### src/rtl/swst_pkg.sv
`timescale 1ns / 1ps
// ============================================================================
// swst_pkg
// Shared types and constants for the sliding window statistics block.
// ============================================================================
package swst_pkg;

  // Fixed widths of the result fields and the register port
  localparam int STAT_W     = 24;
  localparam int CNT_OUT_W  = 7;
  localparam int WLEN_W     = 7;
  localparam int BAND_W     = 16;
  localparam int CFG_ADDR_W = 4;
  localparam int CFG_DATA_W = 32;
  // Compare width wide enough for samples up to 25 bits and the band bounds
  localparam int CMP_W      = 25;

  // Register indexes (word address paddr[3:2])
  localparam logic [1:0] REG_WLEN    = 2'd0;
  localparam logic [1:0] REG_BAND_LO = 2'd1;
  localparam logic [1:0] REG_BAND_HI = 2'd2;

  // Register reset values
  localparam logic [WLEN_W-1:0] WLEN_RESET    = 7'd64;
  localparam logic [BAND_W-1:0] BAND_LO_RESET = 16'h8000;
  localparam logic [BAND_W-1:0] BAND_HI_RESET = 16'h7FFF;

  // Window controller states
  typedef enum logic [2:0] {
    W_IDLE,
    W_DROP_RD,
    W_DROP_SUB,
    W_APPEND,
    W_SCAN,
    W_WAIT,
    W_OUT
  } swst_wstate_t;

  // Arithmetic sequencer states
  typedef enum logic [2:0] {
    A_IDLE,
    A_MUL,
    A_DIVM,
    A_FIXM,
    A_DIVV,
    A_FIXV,
    A_SQRT,
    A_DONE
  } swst_astate_t;

  // Status handed from the arithmetic unit to the window controller
  typedef struct packed {
    logic              done;
    logic [STAT_W-1:0] mean;
    logic [STAT_W-1:0] stddev;
  } swst_stat_t;

endpackage

### src/rtl/sliding_window_statistics.sv
`timescale 1ns / 1ps
// ============================================================================
// sliding_window_statistics
// Count, mean, standard deviation, min, max and in-band count over a sliding
// window of the most recent samples.
// ============================================================================
// Usage:
//   in_*  : one sample per transaction (valid/ready); in_clear_first empties
//           the window before the sample is added.
//   out_* : exactly one result transaction per input, in order (valid/ready).
//   APB   : window_length at 0x0, band_low at 0x4, band_high at 0x8; write
//           only while no transaction is in flight.
// Before a sample is added, the oldest samples are evicted until the window
// is below its length (none while filling, one once full, more if the length
// drops). The arithmetic unit runs a serial multiply, two bit-serial divisions
// and a square root; the min/max rescan runs alongside it. One item is
// processed at a time; a two-entry input queue keeps taking transactions.
// Reset empties the window and loads window_length 64, band_low -32768 and
// band_high 32767. If out_ready is low the result holds in the output
// register and the back end waits; the input queue fills and then stalls.
// ============================================================================
module sliding_window_statistics #(
  parameter int WINDOW_DEPTH = 64,
  parameter int SAMPLE_BITS  = 16
) (
  input  logic                                  clk,
  input  logic                                  rst_n,
  input  logic                                  in_valid,
  output logic                                  in_ready,
  input  logic signed [SAMPLE_BITS-1:0]         in_sample,
  input  logic                                  in_clear_first,
  output logic                                  out_valid,
  input  logic                                  out_ready,
  output logic [swst_pkg::CNT_OUT_W-1:0]        out_sample_count,
  output logic signed [swst_pkg::STAT_W-1:0]    out_mean_q8,
  output logic [swst_pkg::STAT_W-1:0]           out_stddev_q8,
  output logic signed [SAMPLE_BITS-1:0]         out_min_sample,
  output logic signed [SAMPLE_BITS-1:0]         out_max_sample,
  output logic [swst_pkg::CNT_OUT_W-1:0]        out_in_band_count,
  input  logic                                  psel,
  input  logic                                  penable,
  input  logic                                  pwrite,
  input  logic [swst_pkg::CFG_ADDR_W-1:0]       paddr,
  input  logic [swst_pkg::CFG_DATA_W-1:0]       pwdata,
  output logic [swst_pkg::CFG_DATA_W-1:0]       prdata,
  output logic                                  pready
);
  import swst_pkg::*;

  localparam int AW = $clog2(WINDOW_DEPTH);
  localparam int NW = $clog2(WINDOW_DEPTH + 1);
  localparam int SW = SAMPLE_BITS + AW + 1;
  localparam int QW = 2 * SAMPLE_BITS + AW;

  logic [WLEN_W-1:0]        wlen_r;
  logic signed [BAND_W-1:0] band_lo_r, band_hi_r;
  logic                     cfg_wr;

  logic                          q_valid, q_ready, q_clear;
  logic signed [SAMPLE_BITS-1:0] q_sample;
  swst_stat_t                    stat;
  logic                          a_start, a_ack;
  logic [NW-1:0]                 a_n;
  logic signed [SW-1:0]          a_sum;
  logic [QW-1:0]                 a_sumsq;

  // Register port
  assign pready = 1'b1;
  assign cfg_wr = psel && penable && pwrite;

  always_ff @(posedge clk) begin
    if (!rst_n) begin
      wlen_r    <= WLEN_RESET;
      band_lo_r <= BAND_LO_RESET;
      band_hi_r <= BAND_HI_RESET;
    end else if (cfg_wr) begin
      case (paddr[3:2])
        REG_WLEN:    wlen_r    <= pwdata[WLEN_W-1:0];
        REG_BAND_LO: band_lo_r <= pwdata[BAND_W-1:0];
        REG_BAND_HI: band_hi_r <= pwdata[BAND_W-1:0];
        default:     wlen_r    <= wlen_r;
      endcase
    end
  end

  // Readback
  always_comb begin
    case (paddr[3:2])
      REG_WLEN:    prdata = CFG_DATA_W'(wlen_r);
      REG_BAND_LO: prdata = CFG_DATA_W'(band_lo_r);
      REG_BAND_HI: prdata = CFG_DATA_W'(band_hi_r);
      default:     prdata = '0;
    endcase
  end

  swst_front #(.SAMPLE_BITS(SAMPLE_BITS)) u_front (
    .clk            (clk),
    .rst_n          (rst_n),
    .in_valid       (in_valid),
    .in_ready       (in_ready),
    .in_sample      (in_sample),
    .in_clear_first (in_clear_first),
    .q_valid        (q_valid),
    .q_ready        (q_ready),
    .q_sample       (q_sample),
    .q_clear        (q_clear)
  );

  swst_window #(.WINDOW_DEPTH(WINDOW_DEPTH), .SAMPLE_BITS(SAMPLE_BITS)) u_window (
    .clk               (clk),
    .rst_n             (rst_n),
    .item_valid        (q_valid),
    .item_ready        (q_ready),
    .item_sample       (q_sample),
    .item_clear        (q_clear),
    .wlen              (wlen_r),
    .band_lo           (band_lo_r),
    .band_hi           (band_hi_r),
    .stat              (stat),
    .arith_start       (a_start),
    .arith_ack         (a_ack),
    .arith_n           (a_n),
    .arith_sum         (a_sum),
    .arith_sumsq       (a_sumsq),
    .out_valid         (out_valid),
    .out_ready         (out_ready),
    .out_sample_count  (out_sample_count),
    .out_mean_q8       (out_mean_q8),
    .out_stddev_q8     (out_stddev_q8),
    .out_min_sample    (out_min_sample),
    .out_max_sample    (out_max_sample),
    .out_in_band_count (out_in_band_count)
  );

  swst_arith #(.WINDOW_DEPTH(WINDOW_DEPTH), .SAMPLE_BITS(SAMPLE_BITS)) u_arith (
    .clk   (clk),
    .rst_n (rst_n),
    .start (a_start),
    .ack   (a_ack),
    .n     (a_n),
    .sum   (a_sum),
    .sumsq (a_sumsq),
    .stat  (stat)
  );

endmodule

### src/rtl/swst_front.sv
`timescale 1ns / 1ps
// ============================================================================
// swst_front
// Input stage: two-entry queue that takes transactions independently of the
// back end.
// ============================================================================
module swst_front #(
  parameter int SAMPLE_BITS = 16
) (
  input  logic                          clk,
  input  logic                          rst_n,
  input  logic                          in_valid,
  output logic                          in_ready,
  input  logic signed [SAMPLE_BITS-1:0] in_sample,
  input  logic                          in_clear_first,
  output logic                          q_valid,
  input  logic                          q_ready,
  output logic signed [SAMPLE_BITS-1:0] q_sample,
  output logic                          q_clear
);
  import swst_pkg::*;

  logic signed [SAMPLE_BITS-1:0] samp_r [2];
  logic                          clr_r  [2];
  logic                          wr_ptr_r, wr_ptr_nxt;
  logic                          rd_ptr_r, rd_ptr_nxt;
  logic [1:0]                    count_r, count_nxt;
  logic                          push, pop;

  assign in_ready = (count_r != 2'd2);
  assign q_valid  = (count_r != 2'd0);
  assign push     = in_valid && in_ready;
  assign pop      = q_valid && q_ready;
  assign q_sample = samp_r[rd_ptr_r];
  assign q_clear  = clr_r[rd_ptr_r];

  // Pointer and occupancy update
  always_comb begin
    wr_ptr_nxt = push ? ~wr_ptr_r : wr_ptr_r;
    rd_ptr_nxt = pop ? ~rd_ptr_r : rd_ptr_r;
    count_nxt  = count_r + 2'(push) - 2'(pop);
  end

  always_ff @(posedge clk) begin
    if (!rst_n) begin
      wr_ptr_r <= 1'b0;
      rd_ptr_r <= 1'b0;
      count_r  <= 2'd0;
    end else begin
      wr_ptr_r <= wr_ptr_nxt;
      rd_ptr_r <= rd_ptr_nxt;
      count_r  <= count_nxt;
    end
  end

  // Queue payload, no reset
  always_ff @(posedge clk) begin
    if (push) begin
      samp_r[wr_ptr_r] <= in_sample;
      clr_r[wr_ptr_r]  <= in_clear_first;
    end
  end

endmodule

### src/rtl/swst_arith.sv
`timescale 1ns / 1ps
// ============================================================================
// swst_arith
// Mean and standard deviation from count, sum and sum of squares: shift-add
// multiply, restoring division and digit-by-digit square root.
// ============================================================================
module swst_arith #(
  parameter int WINDOW_DEPTH = 64,
  parameter int SAMPLE_BITS  = 16,
  localparam int AW = $clog2(WINDOW_DEPTH),
  localparam int NW = $clog2(WINDOW_DEPTH + 1),
  localparam int MW = SAMPLE_BITS + AW,
  localparam int SW = MW + 1,
  localparam int QW = 2 * SAMPLE_BITS + AW
) (
  input  logic                 clk,
  input  logic                 rst_n,
  input  logic                 start,
  input  logic                 ack,
  input  logic [NW-1:0]        n,
  input  logic signed [SW-1:0] sum,
  input  logic [QW-1:0]        sumsq,
  output swst_pkg::swst_stat_t stat
);
  import swst_pkg::*;

  localparam int VW   = 2 * MW;
  localparam int DW   = VW + 16;
  localparam int MDW  = MW + 8;
  localparam int REMW = 2 * NW + 1;
  localparam int RW   = SAMPLE_BITS + 8;
  localparam int XW   = 2 * RW;
  localparam int CTW  = $clog2(DW + 1);

  swst_astate_t state_r, state_nxt;
  logic [CTW-1:0]    cnt_r;
  logic              neg_r;
  logic [MW-1:0]     mag_r, mb_r, nb_r;
  logic [QW-1:0]     sumsq_r;
  logic [VW-1:0]     acc_sq_r, acc_nq_r;
  logic [NW-1:0]     n_r;
  logic [2*NW-1:0]   n2_r;
  logic [DW-1:0]     num_r, q_r;
  logic [REMW-1:0]   rem_r;
  logic [RW-1:0]     root_r;
  logic [RW+1:0]     srem_r;
  logic [XW-1:0]     x_r;
  logic [STAT_W-1:0] mean_r;

  logic [MW-1:0]      mag_in;
  logic [REMW-1:0]    trial, divisor, rem_step;
  logic               div_ge;
  logic [RW+1:0]      s2, s_trial;
  logic               sq_ge;
  logic [MDW:0]       mq;
  logic signed [MDW:0] mq_s;
  logic               last;

  assign mag_in = sum[SW-1] ? MW'(-sum) : MW'(sum);
  assign last   = (cnt_r == CTW'(1));

  // Restoring division step, shared by the mean and variance divisions
  always_comb begin
    divisor  = (state_r == A_DIVM) ? REMW'(n_r) : REMW'(n2_r);
    trial    = {rem_r[REMW-2:0], num_r[DW-1]};
    div_ge   = (trial >= divisor);
    rem_step = div_ge ? (trial - divisor) : trial;
  end

  // Square root step: two radicand bits per cycle
  always_comb begin
    s2      = {srem_r[RW-1:0], x_r[XW-1:XW-2]};
    s_trial = {root_r, 2'b01};
    sq_ge   = (s2 >= s_trial);
  end

  // Floored mean from quotient magnitude and remainder
  always_comb begin
    mq   = {1'b0, q_r[MDW-1:0]} + (MDW+1)'(neg_r && (rem_r != '0));
    mq_s = neg_r ? -$signed(mq) : $signed(mq);
  end

  // Sequencer
  always_comb begin
    state_nxt = state_r;
    case (state_r)
      A_IDLE:  if (start) state_nxt = A_MUL;
      A_MUL:   if (last) state_nxt = A_DIVM;
      A_DIVM:  if (last) state_nxt = A_FIXM;
      A_FIXM:  state_nxt = A_DIVV;
      A_DIVV:  if (last) state_nxt = A_FIXV;
      A_FIXV:  state_nxt = A_SQRT;
      A_SQRT:  if (last) state_nxt = A_DONE;
      A_DONE:  if (ack) state_nxt = A_IDLE;
      default: state_nxt = A_IDLE;
    endcase
  end

  always_ff @(posedge clk) begin
    if (!rst_n) begin
      state_r <= A_IDLE;
    end else begin
      state_r <= state_nxt;
    end
  end

  // Datapath
  always_ff @(posedge clk) begin
    case (state_r)
      A_IDLE: begin
        n_r      <= n;
        n2_r     <= (2*NW)'(n) * (2*NW)'(n);
        neg_r    <= sum[SW-1];
        mag_r    <= mag_in;
        mb_r     <= mag_in;
        nb_r     <= MW'(n);
        sumsq_r  <= sumsq;
        acc_sq_r <= '0;
        acc_nq_r <= '0;
        cnt_r    <= CTW'(MW);
      end
      A_MUL: begin
        // MSB-first shift-add for sum^2 and n*sumsq
        acc_sq_r <= (acc_sq_r << 1) + (mb_r[MW-1] ? VW'(mag_r) : '0);
        acc_nq_r <= (acc_nq_r << 1) + (nb_r[MW-1] ? VW'(sumsq_r) : '0);
        mb_r     <= mb_r << 1;
        nb_r     <= nb_r << 1;
        cnt_r    <= cnt_r - CTW'(1);
        if (last) begin
          num_r <= DW'({mag_r, 8'd0}) << (DW - MDW);
          q_r   <= '0;
          rem_r <= '0;
          cnt_r <= CTW'(MDW);
        end
      end
      A_DIVM, A_DIVV: begin
        rem_r <= rem_step;
        num_r <= num_r << 1;
        q_r   <= {q_r[DW-2:0], div_ge};
        cnt_r <= cnt_r - CTW'(1);
      end
      A_FIXM: begin
        mean_r <= STAT_W'(mq_s);
        num_r  <= {acc_nq_r - acc_sq_r, 16'd0};
        q_r    <= '0;
        rem_r  <= '0;
        cnt_r  <= CTW'(DW);
      end
      A_FIXV: begin
        x_r    <= q_r[XW-1:0];
        srem_r <= '0;
        root_r <= '0;
        cnt_r  <= CTW'(RW);
      end
      A_SQRT: begin
        srem_r <= sq_ge ? (s2 - s_trial) : s2;
        root_r <= {root_r[RW-2:0], sq_ge};
        x_r    <= x_r << 2;
        cnt_r  <= cnt_r - CTW'(1);
      end
      default: begin
        cnt_r <= cnt_r;
      end
    endcase
  end

  assign stat.done   = (state_r == A_DONE);
  assign stat.mean   = mean_r;
  assign stat.stddev = STAT_W'(root_r);

endmodule

### src/rtl/swst_window.sv
`timescale 1ns / 1ps
// ============================================================================
// swst_window
// Back end controller: ring store of samples, running sums, eviction of the
// oldest samples, min/max/band rescan and the result register.
// ============================================================================
module swst_window #(
  parameter int WINDOW_DEPTH = 64,
  parameter int SAMPLE_BITS  = 16,
  localparam int AW = $clog2(WINDOW_DEPTH),
  localparam int NW = $clog2(WINDOW_DEPTH + 1),
  localparam int SW = SAMPLE_BITS + AW + 1,
  localparam int QW = 2 * SAMPLE_BITS + AW
) (
  input  logic                                   clk,
  input  logic                                   rst_n,
  input  logic                                   item_valid,
  output logic                                   item_ready,
  input  logic signed [SAMPLE_BITS-1:0]          item_sample,
  input  logic                                   item_clear,
  input  logic [swst_pkg::WLEN_W-1:0]            wlen,
  input  logic signed [swst_pkg::BAND_W-1:0]     band_lo,
  input  logic signed [swst_pkg::BAND_W-1:0]     band_hi,
  input  swst_pkg::swst_stat_t                   stat,
  output logic                                   arith_start,
  output logic                                   arith_ack,
  output logic [NW-1:0]                          arith_n,
  output logic signed [SW-1:0]                   arith_sum,
  output logic [QW-1:0]                          arith_sumsq,
  output logic                                   out_valid,
  input  logic                                   out_ready,
  output logic [swst_pkg::CNT_OUT_W-1:0]         out_sample_count,
  output logic signed [swst_pkg::STAT_W-1:0]     out_mean_q8,
  output logic [swst_pkg::STAT_W-1:0]            out_stddev_q8,
  output logic signed [SAMPLE_BITS-1:0]          out_min_sample,
  output logic signed [SAMPLE_BITS-1:0]          out_max_sample,
  output logic [swst_pkg::CNT_OUT_W-1:0]         out_in_band_count
);
  import swst_pkg::*;

  localparam int NW1 = NW + 1;

  swst_wstate_t state_r, state_nxt;
  logic [AW-1:0]                 oldest_r;
  logic [NW-1:0]                 fill_r;
  logic signed [SW-1:0]          sum_r;
  logic [QW-1:0]                 sumsq_r;
  logic signed [SAMPLE_BITS-1:0] samp_r;
  logic [NW-1:0]                 idx_r, band_r;
  logic                          rdv_r, first_r, start_r;
  logic signed [SAMPLE_BITS-1:0] min_r, max_r;

  logic signed [SAMPLE_BITS-1:0] mem [WINDOW_DEPTH];
  logic signed [SAMPLE_BITS-1:0] rd_data_r;
  logic [AW-1:0]                 rd_addr;

  logic [NW-1:0]                 len;
  logic signed [2*SAMPLE_BITS-1:0] drop_sq, samp_sq;
  logic signed [CMP_W-1:0]       v_ext;
  logic                          in_band;

  // Ring position base+off, off never beyond the depth
  function automatic logic [AW-1:0] ring_idx(input logic [AW-1:0] base,
                                             input logic [NW-1:0] off);
    logic [NW1-1:0] t;
    t = NW1'(base) + NW1'(off);
    if (t >= NW1'(WINDOW_DEPTH)) t = t - NW1'(WINDOW_DEPTH);
    return AW'(t);
  endfunction

  // Effective window length: zero counts as one, saturate at the depth
  always_comb begin
    if (wlen == '0) len = NW'(1);
    else if (int'(wlen) > WINDOW_DEPTH) len = NW'(WINDOW_DEPTH);
    else len = NW'(wlen);
  end

  assign drop_sq = rd_data_r * rd_data_r;
  assign samp_sq = samp_r * samp_r;
  assign v_ext   = CMP_W'(rd_data_r);
  assign in_band = (v_ext > CMP_W'(band_lo)) && (v_ext < CMP_W'(band_hi));

  assign item_ready  = (state_r == W_IDLE);
  assign out_valid   = (state_r == W_OUT);
  assign arith_start = start_r;
  assign arith_ack   = (state_r == W_WAIT) && stat.done;
  assign arith_n     = fill_r;
  assign arith_sum   = sum_r;
  assign arith_sumsq = sumsq_r;
  assign rd_addr     = (state_r == W_SCAN) ? ring_idx(oldest_r, idx_r) : oldest_r;

  // Next state
  always_comb begin
    state_nxt = state_r;
    case (state_r)
      W_IDLE:     if (item_valid) state_nxt = W_DROP_RD;
      W_DROP_RD:  state_nxt = (fill_r >= len) ? W_DROP_SUB : W_APPEND;
      W_DROP_SUB: state_nxt = W_DROP_RD;
      W_APPEND:   state_nxt = W_SCAN;
      W_SCAN:     if (idx_r == fill_r && !rdv_r) state_nxt = W_WAIT;
      W_WAIT:     if (stat.done) state_nxt = W_OUT;
      W_OUT:      if (out_ready) state_nxt = W_IDLE;
      default:    state_nxt = W_IDLE;
    endcase
  end

  // Control registers
  always_ff @(posedge clk) begin
    if (!rst_n) begin
      state_r  <= W_IDLE;
      oldest_r <= '0;
      fill_r   <= '0;
      sum_r    <= '0;
      sumsq_r  <= '0;
      start_r  <= 1'b0;
      rdv_r    <= 1'b0;
    end else begin
      state_r <= state_nxt;
      start_r <= (state_r == W_APPEND);
      case (state_r)
        W_IDLE: begin
          if (item_valid && item_clear) begin
            oldest_r <= '0;
            fill_r   <= '0;
            sum_r    <= '0;
            sumsq_r  <= '0;
          end
        end
        W_DROP_SUB: begin
          sum_r    <= sum_r - SW'(rd_data_r);
          sumsq_r  <= sumsq_r - QW'($unsigned(drop_sq));
          oldest_r <= ring_idx(oldest_r, NW'(1));
          fill_r   <= fill_r - NW'(1);
        end
        W_APPEND: begin
          sum_r   <= sum_r + SW'(samp_r);
          sumsq_r <= sumsq_r + QW'($unsigned(samp_sq));
          fill_r  <= fill_r + NW'(1);
          rdv_r   <= 1'b0;
        end
        W_SCAN: begin
          rdv_r <= (idx_r != fill_r);
        end
        default: begin
          rdv_r <= 1'b0;
        end
      endcase
    end
  end

  // Scan bookkeeping, sample latch and result register
  always_ff @(posedge clk) begin
    case (state_r)
      W_IDLE: begin
        samp_r <= item_sample;
      end
      W_APPEND: begin
        idx_r   <= '0;
        first_r <= 1'b1;
        band_r  <= '0;
      end
      W_SCAN: begin
        if (idx_r != fill_r) idx_r <= idx_r + NW'(1);
        if (rdv_r) begin
          first_r <= 1'b0;
          if (first_r || rd_data_r < min_r) min_r <= rd_data_r;
          if (first_r || rd_data_r > max_r) max_r <= rd_data_r;
          if (in_band) band_r <= band_r + NW'(1);
        end
      end
      W_WAIT: begin
        if (stat.done) begin
          out_sample_count  <= CNT_OUT_W'(fill_r);
          out_mean_q8       <= stat.mean;
          out_stddev_q8     <= stat.stddev;
          out_min_sample    <= min_r;
          out_max_sample    <= max_r;
          out_in_band_count <= CNT_OUT_W'(band_r);
        end
      end
      default: begin
        first_r <= first_r;
      end
    endcase
  end

  // Sample ring: one write, one registered read
  always_ff @(posedge clk) begin
    if (state_r == W_APPEND) mem[ring_idx(oldest_r, fill_r)] <= samp_r;
    rd_data_r <= mem[rd_addr];
  end

endmodule

### config.mk
export PLATFORM = sky130hd
export DESIGN_NAME = sliding_window_statistics
export DESIGN_NICKNAME = d
export VERILOG_FILES = /design/src/rtl/swst_pkg.sv /design/src/rtl/sliding_window_statistics.sv /design/src/rtl/swst_front.sv /design/src/rtl/swst_arith.sv /design/src/rtl/swst_window.sv
export SDC_FILE = /design/constraint.sdc
export NUM_CORES = 2
export LEC_CHECK = 0
export ABC_AREA = 1
export BUFFER_PORTS_ARGS = -buffer_cell sky130_fd_sc_hd__buf_2
export CAP_MARGIN = 20
export CELL_PAD_IN_SITES_DETAIL_PLACEMENT = 0
export CELL_PAD_IN_SITES_GLOBAL_PLACEMENT = 2
export CORE_ASPECT_RATIO = 1.4
export CORE_MARGIN = 4
export CORE_UTILIZATION = 38
export CTS_BUF_LIST = sky130_fd_sc_hd__clkbuf_16
export CTS_CLUSTER_DIAMETER = 60
export DETAILED_ROUTE_END_ITERATION = 10
export PLACE_DENSITY_LB_ADDON = 0.15
export SETUP_SLACK_MARGIN = 0.05
export SLEW_MARGIN = 20
export SYNTH_ARGS = -nofsm -noshare
export SYNTH_HDL_FRONTEND = slang
export SYNTH_SLANG_ARGS = --single-unit
### constraint.sdc
create_clock -name clk -period 10.4 [get_ports clk]
set_clock_uncertainty 0.1 [all_clocks]
set_input_delay 3.12 -clock clk [delete_from_list [all_inputs] [get_ports clk]]
set_output_delay 3.12 -clock clk [all_outputs]
set_load 0.02 [all_outputs]
### Word-level counts from Yosys, hierarchy flattened

Memories as Yosys holds them, arrays and structs flattened. A register that Yosys moved wholly into a read port is not among the register bits.
Index checks and enable logic that the tools add are counted.

* divide/modulo/power cells: 0
* muxes and demuxes: 65
* bitwise gates (word level): 2
* $mul: 3
* $lt $le $gt $ge: 11
* reduce and logical (&&, ||, !) cells: 42
* equality and inequality tests: 33
* shift-type cells: 0
* add/sub/neg operators: 25

Operator list (number)
* $pmux 60 s3: 1
* $pmux 44 s2: 2
* $pmux 48 s3: 1
* $pmux 38 s3: 1
* $pmux 24 s2: 2
* $pmux 32 s3: 1
* $pmux 48 s2: 1
* $add 44x44->44: 2
* $pmux 22 s2: 2
* $mux 38: 2
* $pmux 23 s3: 1
* $mul 16x16->32: 2
* $mux 60: 1
* $mux 24: 2
* $mux 48: 1
* $pmux 15 s3: 1
* $mux 22: 2
* $sub 44x44->44: 1
* $mux 6: 7
* $mux 7: 6
* $add 38x32->38: 1
* $sub 38x32->38: 1
* $gt 16x16->1: 2
* $lt 16x16->1: 2
* other kinds (60): 136

* bits in writable memories: 1058
* memories: 3
* memory bits (read-only): 0
* latch bits: 0
* bits of input ports: 60
* flip-flop bits (word level): 729

Memory list
* u_window.mem: words 64, bits a word 16, read ports 1, clocked after memory_dff 1, write ports 1, RTL line swst_window.sv:53 `logic signed [SAMPLE_BITS-1:0] mem [WINDOW_DEPTH];`
* u_front.samp_r: words 2, bits a word 16, read ports 1, clocked after memory_dff 1, write ports 1, RTL line swst_front.sv:23 `logic signed [SAMPLE_BITS-1:0] samp_r [2];`
* u_front.clr_r: words 2, bits a word 1, read ports 1, clocked after memory_dff 1, write ports 1, RTL line swst_front.sv:24 `logic clr_r [2];`

### Logic depth before layout (Yosys ltp)

* word-level depth: 6
* gate-level depth with buffers: 50
* gate-level depth less buffers: 48

### By module

A second synthesis with hierarchy kept.

* cells, all modules: 11326
* area, all modules: 107939.8 µm²

By module, submodules not included
* swst_window: instances 1, seq. area each 37365.8 µm², area each 74421.4 µm², cells an instance 7157
* swst_arith: instances 1, seq. area each 13422.9 µm², area each 30063.8 µm², cells an instance 3783
* sliding_window_statistics: instances 1, seq. area each 780.7 µm², area each 1933.1 µm², cells an instance 297
* swst_front: instances 1, seq. area each 1121.1 µm², area each 1521.5 µm², cells an instance 89

### Least setup slack after synthesis

Ideal clock, no wire load.

* path type: flip-flop to flip-flop
* from: register u_arith.state_r[2]
* to: register u_arith.mag_r[0] (enable)
* stages on the path, launching flop included: 5
* setup time: 0.521 ns
* buffers on the path: 1
* slack: -0.245 ns
* period minus slack after synthesis: 10.645 ns
* data arrival time: 10.024 ns
* cell sequence: dfxtp_1 clkbuf_1 nor2_1 inv_1 nor2_1

* cells in the longest elaborated chain, start to end: 1

Ends and longest elaborated chain
* from (decl): RTL line swst_arith.sv:35 `swst_astate_t state_r, state_nxt;`
* from (signal assigned): RTL line swst_arith.sv:103 `state_r <= state_nxt;`
* $logic_not 3->1: RTL line swst_arith.sv:109 `case (state_r)`
* to (signal assigned): RTL line swst_arith.sv:114 `mag_r <= mag_in;`
* to (decl): RTL line swst_arith.sv:38 `logic [MW-1:0] mag_r, mb_r, nb_r;`

No other way between the ends.
A chain may end at the register's enable or synchronous reset.

### Worst setup path in the final report

* from: register u_window.rd_data_r[6] (read register of u_window.mem)
* to: register u_window.sumsq_r[35] (netlist: u_window.arith_sumsq[35])

* cells in the longest elaborated chain, start to end: 3

Ends and longest elaborated chain
* from (decl): RTL line swst_window.sv:54 `logic signed [SAMPLE_BITS-1:0] rd_data_r;`
* $mul 16x16->32: RTL line swst_window.sv:78 `assign drop_sq = rd_data_r * rd_data_r;`
* $sub 38x32->38: RTL line swst_window.sv:131 `sumsq_r <= sumsq_r - QW'($unsigned(drop_sq));`
* $pmux 38 s3: RTL line swst_window.sv:120 `case (state_r)`
* to (signal assigned): RTL line swst_window.sv:131
* to (signal assigned): RTL line swst_window.sv:137 `sumsq_r <= sumsq_r + QW'($unsigned(samp_sq));`
* to (decl): RTL line swst_window.sv:47 `logic [QW-1:0] sumsq_r;`

No other way between the ends.

==> reports/qor.yml <==
clock_network:
  cts_setup_buffers: 0
  clock-root-buffer: "clkbuf_16"
  cts_resized: 0
  cts_hold_buffers: 0
  cts_made_buffers: 197
  cts.sink_count: 1802
  clk_pin_slew_ns: 0.07
  clk_path_buf_depth: 4
  cts_max_level: 4
  cts_tree: "yes"
  clock_latency_ns: 0.88
die:
  coreArea_um2: 276000
  start_util_pct: 38.1
  io_pins: 189
  die_area_um2: 285000
  die_h_um: 630
  num_rows: 228
  fp.dieW_um: 453
layout:
  final_nets: 11808
  layout.cells.most_common: "edfxtp_1"
  layout-drive-gt1-share_pct: 7.14
  synthToLayoutAreaGrowth_pct: 10.9
  layout_common_cells: "edfxtp_1 (1660), nand2_1 (1585), inv_1 (1577)"
worst_setup_path:
  critPathTopFamily: "adder cells"
  cp-start-kind: "register"
  required_ns: 10.92
  slowest_stage: "dfxtp_1"
  end_kind: "register"
  cp_num_buf_inv: 6
  worstPathArrival_ns: 9.96
  crit_type: "register to register"
  critPathMaxFanout: 12
  cp_common_cell: "nand2_1"
  crit_path_max_incr_delay_ns: 0.99
sta:
  tns_ns: 0
  min_period_over_period_pct: 90.9
  worst_slew_pin_slew_ns: 1.29
  rsz0062_at_grt: "false"
  finalSetupViolCount: 0
  fin_crit_ns: 9.45
  slew_headroom_pct: 14.2
  clock.fmax_mhz: 106
  finalHoldViolCount: 0
  maxSlewViolCount: 0
yosys:
  ys_warn_count: 0
  ys_types: 71
  synth_flop_cell: "edfxtp_1"
  syn_nets: 11686
  synth_area_per_cell_um2: 9.89
  synth_edf_count: 1660
  synthCells: 10633
  ys_seq_elements: 1802
  syn-cell-area_um2: 105000
  synth-async-reset-ratio_pct: 0
  yosysSeqAreaShare_pct: 50.1
placed_design:
  place_congestion: 0.852
  hpwlAfterDp_mm: 224
  io_buffers: 169
run_status:
  status: "finished, final reports clean"
drt:
  first_pass_iters: 5
  post_drt_wl_per_cell_um: 22.1
  ant_nets: 0
  vias: 76039
  drtIter0Drc: 5088
  drc_errors: 0
  routed_wl_mm: 322
  post_drt_via_cell_ratio: 5.21
flow_run:
  max_cap_violations: 0
global_routing:
  grt_antenna_before_repair: 17
  grt_pass1_vias: 78043
  grtUsageTotal_pct: 22.2
  grt_overflow: 0
  grt_pass1_wl_mm: 483
  grt_max_degree: 217
hold_path:
  hp-class: "register to register"
==> flip-flops by register name (all words and copies together) (netlist names), 32 cells and up, named ones only <==
name                  cells
u_arith.x_r              48
u_arith.sumsq_r          38
u_arith.acc_nq_r         44
u_arith.num_r            44
u_window.mem           1024
u_arith.q_r              48
u_window.arith_sumsq     38
u_arith.acc_sq_r         44
u_front.samp_r           32
==> path summary, 6_finish.rpt <==
| check | start | to | slack [ns] | cells past startpoint |
|---|---|---|---|---|
| max | u_window.rd_data_r[6]$_DFF_P_ | u_window.arith_sumsq[35]$_SDFFE_PN0P_ | 0.95 | 37 |
| min | u_arith.mean_r[0]$_DFFE_PP_ | u_window.out_mean_q8[0]$_DFFE_PP_ | 0.32 | 0 |
| max reg2reg | u_window.rd_data_r[6]$_DFF_P_ | u_window.arith_sumsq[35]$_SDFFE_PN0P_ | 0.95 | 37 |
| min reg2reg | u_arith.mean_r[0]$_DFFE_PP_ | u_window.out_mean_q8[0]$_DFFE_PP_ | 0.32 | 0 |
==> cell type report <==
type                    count  area [µm²]
flip-flops and latches   1802       52700
clock buffers             199        4980
inverters                1580        5960
clock inverters           146        1150
diodes                      4        10.0
fillers                 26802      159000
well taps                3680        4600
multi-input cells        6826       44900
repair buffers            348        2260
==> synth_stat cells, types with 4 or more instances <==
library cell,n,area (µm²)
o21ai_0,973,4870
mux2i_1,6,60.1
a31oi_1,39,244
nand4_1,67,419
buf_1,26,97.6
inv_2,21,78.8
o2111ai_1,8,70.1
clkinv_1,5,18.8
or2_2,36,225
dfxtp_1,142,2840
fa_1,502,10000
o211ai_1,104,781
nor2_2,11,68.8
nor3_1,75,375
xor2_1,111,972
a31o_2,4,35.0
edfxtp_1,1660,49800
o31ai_1,13,97.6
nand2_1,1587,5960
o21a_1,32,240
a21boi_0,7,52.6
and3_1,8,50.1
o221ai_1,194,1700
nor4_1,31,194
ha_1,491,6140
o21ai_2,5,43.8
xnor2_1,63,552
buf_2,40,200
nand2_2,20,125
nor2_4,6,67.6
buf_4,28,210
o21bai_1,37,278
nand3_1,378,1890
a211oi_1,10,75.1
nor3_2,8,80.1
o22ai_1,87,544
inv_1,1553,5830
a21o_1,44,330
nand3b_1,19,143
a21oi_1,647,3240
clkbuf_1,328,1230
o21ai_1,36,180
nor2_1,1132,4250
==> routing by layer <==
layer  part of all wire (%)  wire (µm)  GRT usage (%)
met2                     50     162000           39.9
met5                 0.0065         21              0
met1                     42     134000           27.8
met4                    3.6      11500           7.00
met3                    4.5      14400           2.50
==> per-stage QoR <==
stage          utilization, %  setup WS (ns)  std cells  instance area [µm²]  hold WS (ns)
2_1_floorplan               -           2.07      10633               105000         0.300
3_3_place_gp             40.1          0.840      14236               110000         0.305
3_5_place_dp             40.1          0.891      14236               110000         0.305
4_1_cts                  42.3          0.732      14581               117000         0.319
5_1_grt                  42.3          0.256      14582               117000         0.328
6_report                 42.3          0.951      14585               117000         0.317
==> cell families (layout without fill, tap and decap cells) <==
group                    Yosys count  in the layout  share of synthesized area, %
flip-flops                      1802           1802                          50.1
AND/OR/NAND/NOR                 3392           3392                          13.3
AO/OA/AOI/OAI                   2259           2259                          12.3
multiplexers                       6              6                        0.0571
other                              1              5                       0.00357
XOR/XNOR                         175            175                          1.47
adder cells (fa/ha/maj)          993            993                          15.4
buffers and inverters           2005           2273                          7.32
Power is left out: the tool's default activity adds up to more than one toggle a clock period on the data nets, which glitch-free logic cannot reach.
